`src/rtl/markup_tag_comment_skipper_top_defines.svh`:
```
// Assertion macros for the markup tag and comment skipper.
// Included by the top level; expects signals named clock and reset in scope.
`ifndef MARKUP_TAG_COMMENT_SKIPPER_TOP_DEFINES_SVH
`define MARKUP_TAG_COMMENT_SKIPPER_TOP_DEFINES_SVH

// Same-cycle implication, idle during reset.
`define MTCS_ASSERT_NOW(lbl, ante, cons, msg) \
   lbl: assert property (@(posedge clock) disable iff (reset) (ante) |-> (cons)) \
      else $error(msg);

// Next-cycle implication, idle during reset.
`define MTCS_ASSERT_NEXT(lbl, ante, cons, msg) \
   lbl: assert property (@(posedge clock) disable iff (reset) (ante) |=> (cons)) \
      else $error(msg);

`endif

```
`src/rtl/mtcs_pkg.sv`:
```
// Shared types and byte codes for the markup tag and comment skipper.
// No dependencies.
package mtcs_pkg;

   typedef enum logic [3:0] {
      M_TEXT      = 4'd0,
      M_LT        = 4'd1,
      M_BANG      = 4'd2,
      M_BANGDASH  = 4'd3,
      M_TAG       = 4'd4,
      M_SQ        = 4'd5,
      M_DQ        = 4'd6,
      M_CBODY     = 4'd7,
      M_CDASH1    = 4'd8,
      M_CDASH2    = 4'd9,
      M_CDASH2WS  = 4'd10
   } mode_type;

   localparam logic [7:0] CH_LT     = 8'h3C;
   localparam logic [7:0] CH_GT     = 8'h3E;
   localparam logic [7:0] CH_BANG   = 8'h21;
   localparam logic [7:0] CH_DASH   = 8'h2D;
   localparam logic [7:0] CH_SQUOTE = 8'h27;
   localparam logic [7:0] CH_DQUOTE = 8'h22;
   localparam logic [7:0] CH_SPACE  = 8'h20;
   localparam logic [7:0] CH_TAB    = 8'h09;
   localparam logic [7:0] CH_CR     = 8'h0D;

   typedef struct packed {
      mode_type next_mode;
      logic     in_markup;
      logic     in_comment;
      logic     markup_end;
   } class_type;

endpackage

```
`src/rtl/mtcs_if.sv`:
```
// Valid/ready channel interfaces for the request and response words.
// No dependencies.
interface mtcs_req_if;
   logic       valid;
   logic       ready;
   logic [7:0] data_byte;
   logic       new_document;

   modport source (output valid, output data_byte, output new_document, input ready);
   modport sink   (input valid, input data_byte, input new_document, output ready);
endinterface

interface mtcs_rsp_if;
   logic       valid;
   logic       ready;
   logic [7:0] out_byte;
   logic       in_markup;
   logic       in_comment;
   logic       markup_end;

   modport source (output valid, output out_byte, output in_markup,
                   output in_comment, output markup_end, input ready);
   modport sink   (input valid, input out_byte, input in_markup,
                   input in_comment, input markup_end, output ready);
endinterface

```
`src/rtl/mtcs_classify.sv`:
```
// Next-mode and label logic for one document byte.
// Depends on mtcs_pkg.
module mtcs_classify (
   input  mtcs_pkg::mode_type  mode,
   input  logic [7:0]          data_byte,
   output mtcs_pkg::class_type cls
);
   import mtcs_pkg::*;

   logic     is_ws;
   mode_type tag_mode;
   logic     tag_end;

   assign is_ws = (data_byte == CH_SPACE) || (data_byte inside {[CH_TAB:CH_CR]});

   // unquoted tag byte: open a quote, close the tag, or stay in the tag
   always_comb begin
      tag_end = 1'b0;
      if (data_byte == CH_SQUOTE) begin
         tag_mode = M_SQ;
      end else if (data_byte == CH_DQUOTE) begin
         tag_mode = M_DQ;
      end else if (data_byte == CH_GT) begin
         tag_mode = M_TEXT;
         tag_end  = 1'b1;
      end else begin
         tag_mode = M_TAG;
      end
   end

   always_comb begin
      cls.next_mode  = mode;
      cls.in_markup  = 1'b1;
      cls.in_comment = 1'b0;
      cls.markup_end = 1'b0;
      case (mode)
         M_LT: begin
            if (data_byte == CH_BANG) begin
               cls.next_mode = M_BANG;
            end else begin
               cls.next_mode  = tag_mode;
               cls.markup_end = tag_end;
            end
         end
         M_BANG: begin
            if (data_byte == CH_DASH) begin
               cls.next_mode = M_BANGDASH;
            end else begin
               cls.next_mode  = tag_mode;
               cls.markup_end = tag_end;
            end
         end
         M_BANGDASH: begin
            if (data_byte == CH_DASH) begin
               cls.next_mode = M_CBODY;
            end else begin
               cls.next_mode  = tag_mode;
               cls.markup_end = tag_end;
            end
         end
         M_TAG: begin
            cls.next_mode  = tag_mode;
            cls.markup_end = tag_end;
         end
         M_SQ: begin
            if (data_byte == CH_SQUOTE) cls.next_mode = M_TAG;
         end
         M_DQ: begin
            if (data_byte == CH_DQUOTE) cls.next_mode = M_TAG;
         end
         M_CBODY: begin
            cls.in_comment = 1'b1;
            cls.next_mode  = (data_byte == CH_DASH) ? M_CDASH1 : M_CBODY;
         end
         M_CDASH1: begin
            cls.in_comment = 1'b1;
            cls.next_mode  = (data_byte == CH_DASH) ? M_CDASH2 : M_CBODY;
         end
         M_CDASH2, M_CDASH2WS: begin
            cls.in_comment = 1'b1;
            if (data_byte == CH_GT) begin
               cls.next_mode  = M_TEXT;
               cls.markup_end = 1'b1;
            end else if (data_byte == CH_DASH) begin
               cls.next_mode = (mode == M_CDASH2) ? M_CDASH2 : M_CDASH1;
            end else if (is_ws) begin
               cls.next_mode = M_CDASH2WS;
            end else begin
               cls.next_mode = M_CBODY;
            end
         end
         default: begin
            if (data_byte == CH_LT) begin
               cls.next_mode = M_LT;
            end else begin
               cls.next_mode = M_TEXT;
               cls.in_markup = 1'b0;
            end
         end
      endcase
   end

endmodule

```
`src/rtl/markup_tag_comment_skipper_top.sv`:
```
// Top level of the markup tag and comment skipper: input stage, mode register,
// result stage. Depends on mtcs_pkg, mtcs_if, mtcs_classify and the defines header.
//
// Labels each document byte as text, tag or comment and passes it through. One
// byte per cycle sustained while the response port is ready; an accepted byte
// moves through the input register, then the result register, to the response
// port. The four-bit mode register is updated as each byte moves into the result
// register, and a byte with new_document set is parsed from text mode. Backpressure
// on the response port fills both stages before the request side stalls.
module markup_tag_comment_skipper_top (
   input logic        clock,
   input logic        reset,
   mtcs_req_if.sink   req_if,
   mtcs_rsp_if.source rsp_if
);
   import mtcs_pkg::*;

`include "markup_tag_comment_skipper_top_defines.svh"

   logic       in_valid_ff;
   logic [7:0] in_byte_ff;
   logic       in_newdoc_ff;

   mode_type   mode_ff;
   mode_type   mode_in;
   class_type  cls;

   logic       out_valid_ff;
   logic [7:0] out_byte_ff;
   logic       out_markup_ff;
   logic       out_comment_ff;
   logic       out_end_ff;

   logic       advance;
   logic       req_take;

   logic       comment_hold;
   logic       mode_in_comment;
   logic       stalled_full;

   assign advance  = in_valid_ff && (!out_valid_ff || rsp_if.ready);
   assign req_take = req_if.valid && req_if.ready;
   assign req_if.ready = !in_valid_ff || advance;

   assign mode_in = in_newdoc_ff ? M_TEXT : mode_ff;

   mtcs_classify u_classify (
      .mode      (mode_in),
      .data_byte (in_byte_ff),
      .cls       (cls)
   );

   always_ff @(posedge clock) begin
      if (reset) begin
         in_valid_ff  <= 1'b0;
         out_valid_ff <= 1'b0;
         mode_ff      <= M_TEXT;
      end else begin
         if (req_if.ready) begin
            in_valid_ff <= req_if.valid;
         end
         if (advance) begin
            mode_ff      <= cls.next_mode;
            out_valid_ff <= 1'b1;
         end else if (rsp_if.ready) begin
            out_valid_ff <= 1'b0;
         end
      end
   end

   always_ff @(posedge clock) begin
      if (req_take) begin
         in_byte_ff   <= req_if.data_byte;
         in_newdoc_ff <= req_if.new_document;
      end
      if (advance) begin
         out_byte_ff    <= in_byte_ff;
         out_markup_ff  <= cls.in_markup;
         out_comment_ff <= cls.in_comment;
         out_end_ff     <= cls.markup_end;
      end
   end

   assign rsp_if.valid      = out_valid_ff;
   assign rsp_if.out_byte   = out_byte_ff;
   assign rsp_if.in_markup  = out_markup_ff;
   assign rsp_if.in_comment = out_comment_ff;
   assign rsp_if.markup_end = out_end_ff;

   assign comment_hold    = advance && cls.in_comment && !cls.markup_end;
   assign mode_in_comment = mode_ff inside {M_CBODY, M_CDASH1, M_CDASH2, M_CDASH2WS};
   assign stalled_full    = in_valid_ff && out_valid_ff && !rsp_if.ready;

   `MTCS_ASSERT_NEXT(a_end_to_text, advance && cls.markup_end, mode_ff == M_TEXT, "tag left open")
   `MTCS_ASSERT_NEXT(a_comment_stays, comment_hold, mode_in_comment, "left comment early")
   `MTCS_ASSERT_NOW(a_stall_only_full, !req_if.ready, stalled_full, "request stalled with room")

endmodule

```
`src/flat_wrapper.sv`:
```
// flat-port wrapper written by rule: the top's interface ports become plain ports
module markup_tag_comment_skipper_top_flat import mtcs_pkg::*;
  (clock, reset, req_if_valid, req_if_data_byte, req_if_new_document, req_if_ready, rsp_if_valid, rsp_if_out_byte, rsp_if_in_markup, rsp_if_in_comment, rsp_if_markup_end, rsp_if_ready);
  mtcs_req_if req_if_i ();
  mtcs_rsp_if rsp_if_i ();
  input logic clock;
  input logic reset;
  input wire logic [$bits(req_if_i.valid)-1:0] req_if_valid;
  input wire logic [$bits(req_if_i.data_byte)-1:0] req_if_data_byte;
  input wire logic [$bits(req_if_i.new_document)-1:0] req_if_new_document;
  output wire logic [$bits(req_if_i.ready)-1:0] req_if_ready;
  output wire logic [$bits(rsp_if_i.valid)-1:0] rsp_if_valid;
  output wire logic [$bits(rsp_if_i.out_byte)-1:0] rsp_if_out_byte;
  output wire logic [$bits(rsp_if_i.in_markup)-1:0] rsp_if_in_markup;
  output wire logic [$bits(rsp_if_i.in_comment)-1:0] rsp_if_in_comment;
  output wire logic [$bits(rsp_if_i.markup_end)-1:0] rsp_if_markup_end;
  input wire logic [$bits(rsp_if_i.ready)-1:0] rsp_if_ready;
  assign req_if_i.valid = req_if_valid;
  assign req_if_i.data_byte = req_if_data_byte;
  assign req_if_i.new_document = req_if_new_document;
  assign req_if_ready = req_if_i.ready;
  assign rsp_if_valid = rsp_if_i.valid;
  assign rsp_if_out_byte = rsp_if_i.out_byte;
  assign rsp_if_in_markup = rsp_if_i.in_markup;
  assign rsp_if_in_comment = rsp_if_i.in_comment;
  assign rsp_if_markup_end = rsp_if_i.markup_end;
  assign rsp_if_i.ready = rsp_if_ready;
  markup_tag_comment_skipper_top u_core (.clock(clock), .reset(reset), .req_if(req_if_i), .rsp_if(rsp_if_i));
endmodule
```
`config.mk`:
```
export PLATFORM = sky130hd
export DESIGN_NAME = markup_tag_comment_skipper_top_flat
export DESIGN_NICKNAME = d
export VERILOG_FILES = /design/src/rtl/mtcs_pkg.sv /design/src/rtl/mtcs_if.sv /design/src/rtl/mtcs_classify.sv /design/src/rtl/markup_tag_comment_skipper_top.sv /design/src/flat_wrapper.sv
export VERILOG_INCLUDE_DIRS = /design/src /design/src/rtl
export SDC_FILE = /design/constraint.sdc
export NUM_CORES = 1
export LEC_CHECK = 0
export BUFFER_PORTS_ARGS = -buffer_cell sky130_fd_sc_hd__buf_2
export CORE_ASPECT_RATIO = 0.7
export CORE_UTILIZATION = 53
export DETAILED_ROUTE_END_ITERATION = 6
export PLACE_DENSITY = 0.77
export SLEW_MARGIN = 40
export SYNTH_ARGS = -nofsm -noshare
export SYNTH_HDL_FRONTEND = slang
export SYNTH_SLANG_ARGS = --single-unit
```
`constraint.sdc`:
```
create_clock -name clock -period 3.35 [get_ports clock]
set_clock_uncertainty 0.2 [all_clocks]
set_input_delay 0.335 -clock clock [delete_from_list [all_inputs] [get_ports clock]]
set_output_delay 0.335 -clock clock [all_outputs]
set_load 0.005 [all_outputs]
```
Word-level counts from Yosys, hierarchy flattened
Index checks and enable logic that the tools add are counted.
{"block": "classes", "magnitude_cmp": 2, "bitwise_logic": 0, "div_mod_pow": 0, "n_mux": 27, "add_sub_neg": 0, "shift": 0, "n_reduce_logical": 13, "n_mul": 0, "n_eq_ne": 17}
{"op": "$eq A8 B6 Y1 const B", "n": 7}
{"op": "$mux W4", "n": 11}
{"op": "$pmux W4 S9", "n": 1}
{"op": "$eq A4 B3 Y1 const B", "n": 4}
{"op": "$eq A4 B4 Y1 const B", "n": 3}
{"op": "$mux W1", "n": 11}
{"op": "$reduce_or A10 Y1", "n": 1}
{"op": "$mux W3", "n": 3}
{"op": "$eq A4 B2 Y1 const B", "n": 2}
{"op": "$ge A8 B4 Y1 const B", "n": 1}
{"op": "$le A8 B4 Y1 const B", "n": 1}
{"op": "$eq A4 B1 Y1 const B", "n": 1}
{"op": "$pmux W1 S4", "n": 1}
{"op": "$reduce_or A2 Y1", "n": 2}
{"op": "$reduce_or A4 Y1", "n": 1}
{"op": "$logic_and A1 B1 Y1", "n": 3}
{"op": "$logic_or A1 B1 Y1", "n": 3}
{"op": "$logic_not A1 Y1", "n": 2}
{"op": "$reduce_bool A2 Y1", "n": 1}
{"block": "word_totals", "output_inout_bits": 13, "wordCells": 68, "memories": 0, "ram_bits": 0, "mem_bits_ro": 0, "register_bits": 26, "latchBits": 0}

Depth between registers and ports, before layout
{"block": "logic_depth", "word_depth": 7, "mapped_depth": 7, "ltp_nobuf": 6}

Cells and area by module
From an unflattened synthesis, not the netlist that was laid out.
{"block": "unflattened", "hier_cells": 137, "area_unflattened_um2": 1481.4}
{"module": "markup_tag_comment_skipper_top", "cells_per_inst": 52, "n_inst": 1, "area_each_um2": 898.4, "seq_area_each_um2": 720.7}
{"module": "mtcs_classify", "cells_per_inst": 85, "n_inst": 1, "area_each_um2": 583.1, "seq_area_each_um2": 0.0}

Worst setup path before layout
No wires, ideal clock.
{"block": "synth_timing", "path_type": "reg-to-reg", "from": "reg u_core.in_byte_ff[6]", "to": "reg u_core.mode_ff[0]", "t_arrival_ns": 2.385, "path_buffers": 0, "path_slack_ns": 0.648, "setup_time_ns": 0.117, "synth_period_minus_slack_ns": 2.702, "stages_incl_launch_ff": 7, "cell_sequence": "edfxtp_1 or3b_1 or4_4 nor2b_4 a22o_1 or4_1 a32o_1"}
{"block": "synth_between", "elab_chain_cells": 7, "elab_cells_between_ends": 24}
{"element": "from (decl)", "line": "markup_tag_comment_skipper_top.sv:21", "rtl": "logic [7:0] in_byte_ff;"}
{"element": "from (signal assigned)", "line": "markup_tag_comment_skipper_top.sv:73", "rtl": "in_byte_ff <= req_if.data_byte;"}
{"element": "$ge A8 B4 Y1 or $le A8 B4 Y1 (tied branches)", "line": "mtcs_classify.sv:14", "rtl": "assign is_ws = (data_byte == CH_SPACE) || (data_byte inside {[CH_TAB:CH_CR]});"}
{"element": "$logic_and A1 B1 Y1", "line": "mtcs_classify.sv:14"}
{"element": "$logic_or A1 B1 Y1", "line": "mtcs_classify.sv:14"}
{"element": "$mux W4", "line": "mtcs_classify.sv:86", "rtl": "end else if (is_ws) begin"}
{"element": "$mux W4", "line": "mtcs_classify.sv:84", "rtl": "end else if (data_byte == CH_DASH) begin"}
{"element": "$mux W4", "line": "mtcs_classify.sv:81", "rtl": "if (data_byte == CH_GT) begin"}
{"element": "$pmux W4 S9 (*)", "line": "mtcs_classify.sv:36", "rtl": "case (mode)"}
{"element": "to (signal assigned)", "line": "markup_tag_comment_skipper_top.sv:63", "rtl": "mode_ff <= cls.next_mode;"}
{"element": "to (decl)", "line": "markup_tag_comment_skipper_top.sv:24", "rtl": "mode_type mode_ff;"}
Every way passes the cells marked *; elsewhere a longest branch is shown, timed or not.
A chain may end at the register's enable or synchronous reset.

Worst setup path in the final report
Same ends and word-level chain as after synthesis.

==> flow_summary.yaml <==
route:
  dr_total_vias: 1107
  routed_via_density: 5.89
  post-route-drc-count: 0
  first_iter_violations: 59
  wirelength_routed_microns: 2990
  wl_per_cell_microns: 15.9
  drtPass1Iterations: 4
  route.antenna.remaining_nets: 0
critical_path:
  critPathLaunchType: "register"
  critPathRequiredTime_ps: 3360
  worst-path-max-fanout: 4
  critPathArrivalTime_ps: 2850
  regToRegStartpoint: "u_core.in_byte_ff[6]"
  timing.reg2reg.setup_slack_ps: 510
  timing.setup.critical_path_class: "reg2reg"
  r2r_end: "u_core.mode_ff[0]"
  end_kind: "register"
  r2r.worst_path.cells: 6
timing:
  relSlewSlack_pct: 57.6
  timing_max_transition_violations_final: 0
  finalCriticalPeriod_ps: 2840
  min_period_over_period_pct: 84.7
  finalHoldViolations: 0
  postLayoutSetupSlackWorst_ps: 514
  achievable-frequency_mhz: 353
  report.final.setup_viol: 0
  tns_ps: 0
  rsz0062_at_grt: "no"
  tightestPinTransition_ps: 626
die:
  die_x_microns: 61.5
  top_level_ports: 26
  start_util_pct: 58.6
  core-area_sq_mm: 0.00224
  floorplan.die_area_sq_mm: 0.00269
  floorplan.rows: 14
  floorplan.die.height_microns: 43.7
clock_network:
  clk-insertion-delay-late_ps: 320
  cts-buffers-inserted: 3
  clkSlewWorstSetupHoldPaths_ps: 130
  cts_root_buf: "sky130_fd_sc_hd__clkbuf_4"
  cts_tree: "built"
  tritoncts_num_sinks: 26
  h-tree-depth: 1
  cts.path.max_buffers: 2
global_route:
  grt_antenna_before_repair: 0
  grt_pass1_wl_microns: 4780
  global_route_usage_over_all_layers_pct: 25.6
  grt_max_degree: 14
  grt_overflow: 0
  first_global_vias: 1067
power:
  power_density_mw_per_mm2: 351
  maximum_vdd_drop_mv: 0.306
  power_leakage_nw: 0.576
final_layout:
  combined_area_of_the_multi_input_logic_cells_sq_um: 552
  finalCoreUtilization_pct: 70.0
  finish.cell_count_without_fillers: 188
  leading_cell_types_in_the_layout_fill_and_taps_excluded: "25 x sky130_fd_sc_hd__buf_2, 20 x sky130_fd_sc_hd__edfxtp_1, 15 x sky130_fd_sc_hd__nor2_1, 9 x sky130_fd_sc_hd__dlygate4sd3_1, 8 x sky130_fd_sc_hd__nand2_1"
  area_growth_pct: 19.4
  n_antenna_cell: 0
  final_nets: 171
  fillerInstances: 188
  layout.cell_area.non_filler_sq_mm: 0.00157
  seq_area_sq_um: 721
  mostFrequentLayoutCell: "sky130_fd_sc_hd__buf_2"
  drive_above_1_share_pct: 20.5
placement:
  place.detailed.hpwl_microns: 1980
  buffer_ports.inserted: 25
  placedCellCount: 176
  place_worst_setup_slack_ps: 556
  finalWeightedCongestion: 0.896
  area_of_placed_instances_sq_mm: 0.00146
yosys:
  synth-edff-count: 20
  ys_warn_count: 0
  yosysUniqueCellTypes: 41
  number_of_nets_produced_by_synthesis: 139
  synth.yosys.seq_area_share_pct: 54.9
  syn_area_per_cell_sq_um: 10.4
  dominantRegCellSynth: "sky130_fd_sc_hd__edfxtp_1"
  synthArstFlopShare_pct: 0
  synth-seq-cells: 26
  netlist_instances: 126
  synth.cell_area_sq_mm: 0.00131
hold_path:
  min_from: "req_if_valid"
  holdPathEnd: "u_core.in_valid_ff"
  worst_min_delay_path_class: "in2reg"
  min_path_cells: 3
run_status:
  run_status: "finished, final reports clean"
job:
  max-cap-violations: 0
cells by family after synthesis:
family / share of synthesized area [%]
DFF: 54.9
xor gates and xnor gates: 3.33
and+or+nand+nor: 25.4
buffers and inverters: 3.14
AOI/OAI and AO/OA: 13.2
power breakdown:
group | leakage, nW | internal [W] | switching [W] | total [W]
Clock | 0.0138 | 0.0000421 | 0.0000841 | 0.000126
Combinational | 0.325 | 0.0000234 | 0.0000241 | 0.0000475
Sequential | 0.238 | 0.000363 | 0.0000137 | 0.000377
Total | 0.576 | 0.000428 | 0.000122 | 0.000550
area by class of cell:
| cell class | count | share of cell area (%) |
|---|---|---|
| sequential | 26 | 45.9 |
| tap | 32 | 2.55 |
| inverter | 3 | 0.718 |
| multi-input combinational | 89 | 35.2 |
| clock buffer | 3 | 1.44 |
| timing repair buffer | 35 | 14.2 |
per-layer routing:
layer | vias to the layer above | share of wire [%] | track usage [%]
li1 | 530 | - | -
met1 | 515 | 40 | 31.0
met2 | 58 | 51 | 45.2
met3 | 4 | 7.9 | 6.27
met4 | 0 | 1.2 | 7.56
met5 | - | 0 | 0
synthesized netlist by cell type (all sizes together) (2+ instances only):
master	number	share of area, %
nand2	8	2.3
a21oi	4	1.5
or4	2	1.4
o21ai	5	1.9
clkbuf	8	2.3
o41ai	2	1.3
xor2	2	1.3
and2	2	0.95
nor2b	7	3.9
edfxtp	20	46
nand4	3	1.4
nand2b	2	0.95
nor2	15	4.3
dfxtp	6	9.1
nor3	3	1.1
a31oi	3	1.4
xnor2	3	2.0
inv	3	0.86
nand3	8	3.4
nor4b	2	1.3
a21o	2	1.1
worst max-delay path: stages, from the launching register on:
cell and delay, ps:
sky130_fd_sc_hd__edfxtp_1 450, sky130_fd_sc_hd__or3b_1 430, sky130_fd_sc_hd__or4_4 510, sky130_fd_sc_hd__nor2b_4 140, sky130_fd_sc_hd__a22o_1 220, sky130_fd_sc_hd__or4_1 530, sky130_fd_sc_hd__a32o_1 250
repair_timing:
item	CTS	global route
hold buffers	8	1
gates resized for setup	0	0
endpoints found under the hold margin	8	1
setup buffers	0	0
sequential cells by signal (all words and copies together) (netlist names):
register	count
u_core.in_byte_ff	8
u_core.in_newdoc_ff	1
u_core.in_valid_ff	1
u_core.mode_ff	4
u_core.rsp_if.in_comment	1
u_core.rsp_if.in_markup	1
u_core.rsp_if.markup_end	1
u_core.rsp_if.out_byte	8
u_core.rsp_if.valid	1
worst max-delay path by stage:
stage | endpoint | from | slack [ps]
finish | u_core.mode_ff[0] | u_core.in_byte_ff[6] | 510
global route | u_core.mode_ff[0] | u_core.in_byte_ff[6] | 450
CTS | u_core.mode_ff[0] | u_core.in_byte_ff[6] | 530
detailed placement | u_core.mode_ff[0] | u_core.in_byte_ff[6] | 560
global placement | u_core.mode_ff[0] | u_core.in_byte_ff[6] | 590
floorplan | u_core.mode_ff[0] | u_core.in_byte_ff[6] | 650
metrics by stage:
step	total power, W	hold WS [ps]
2_1_floorplan	0.000399	204
3_3_place_gp	0.000418	281
3_5_place_dp	0.000421	289
4_1_cts	0.000548	8.81
5_1_grt	0.000572	55.4
6_report	0.000550	43.3
(Power assumes the default switching activity.)
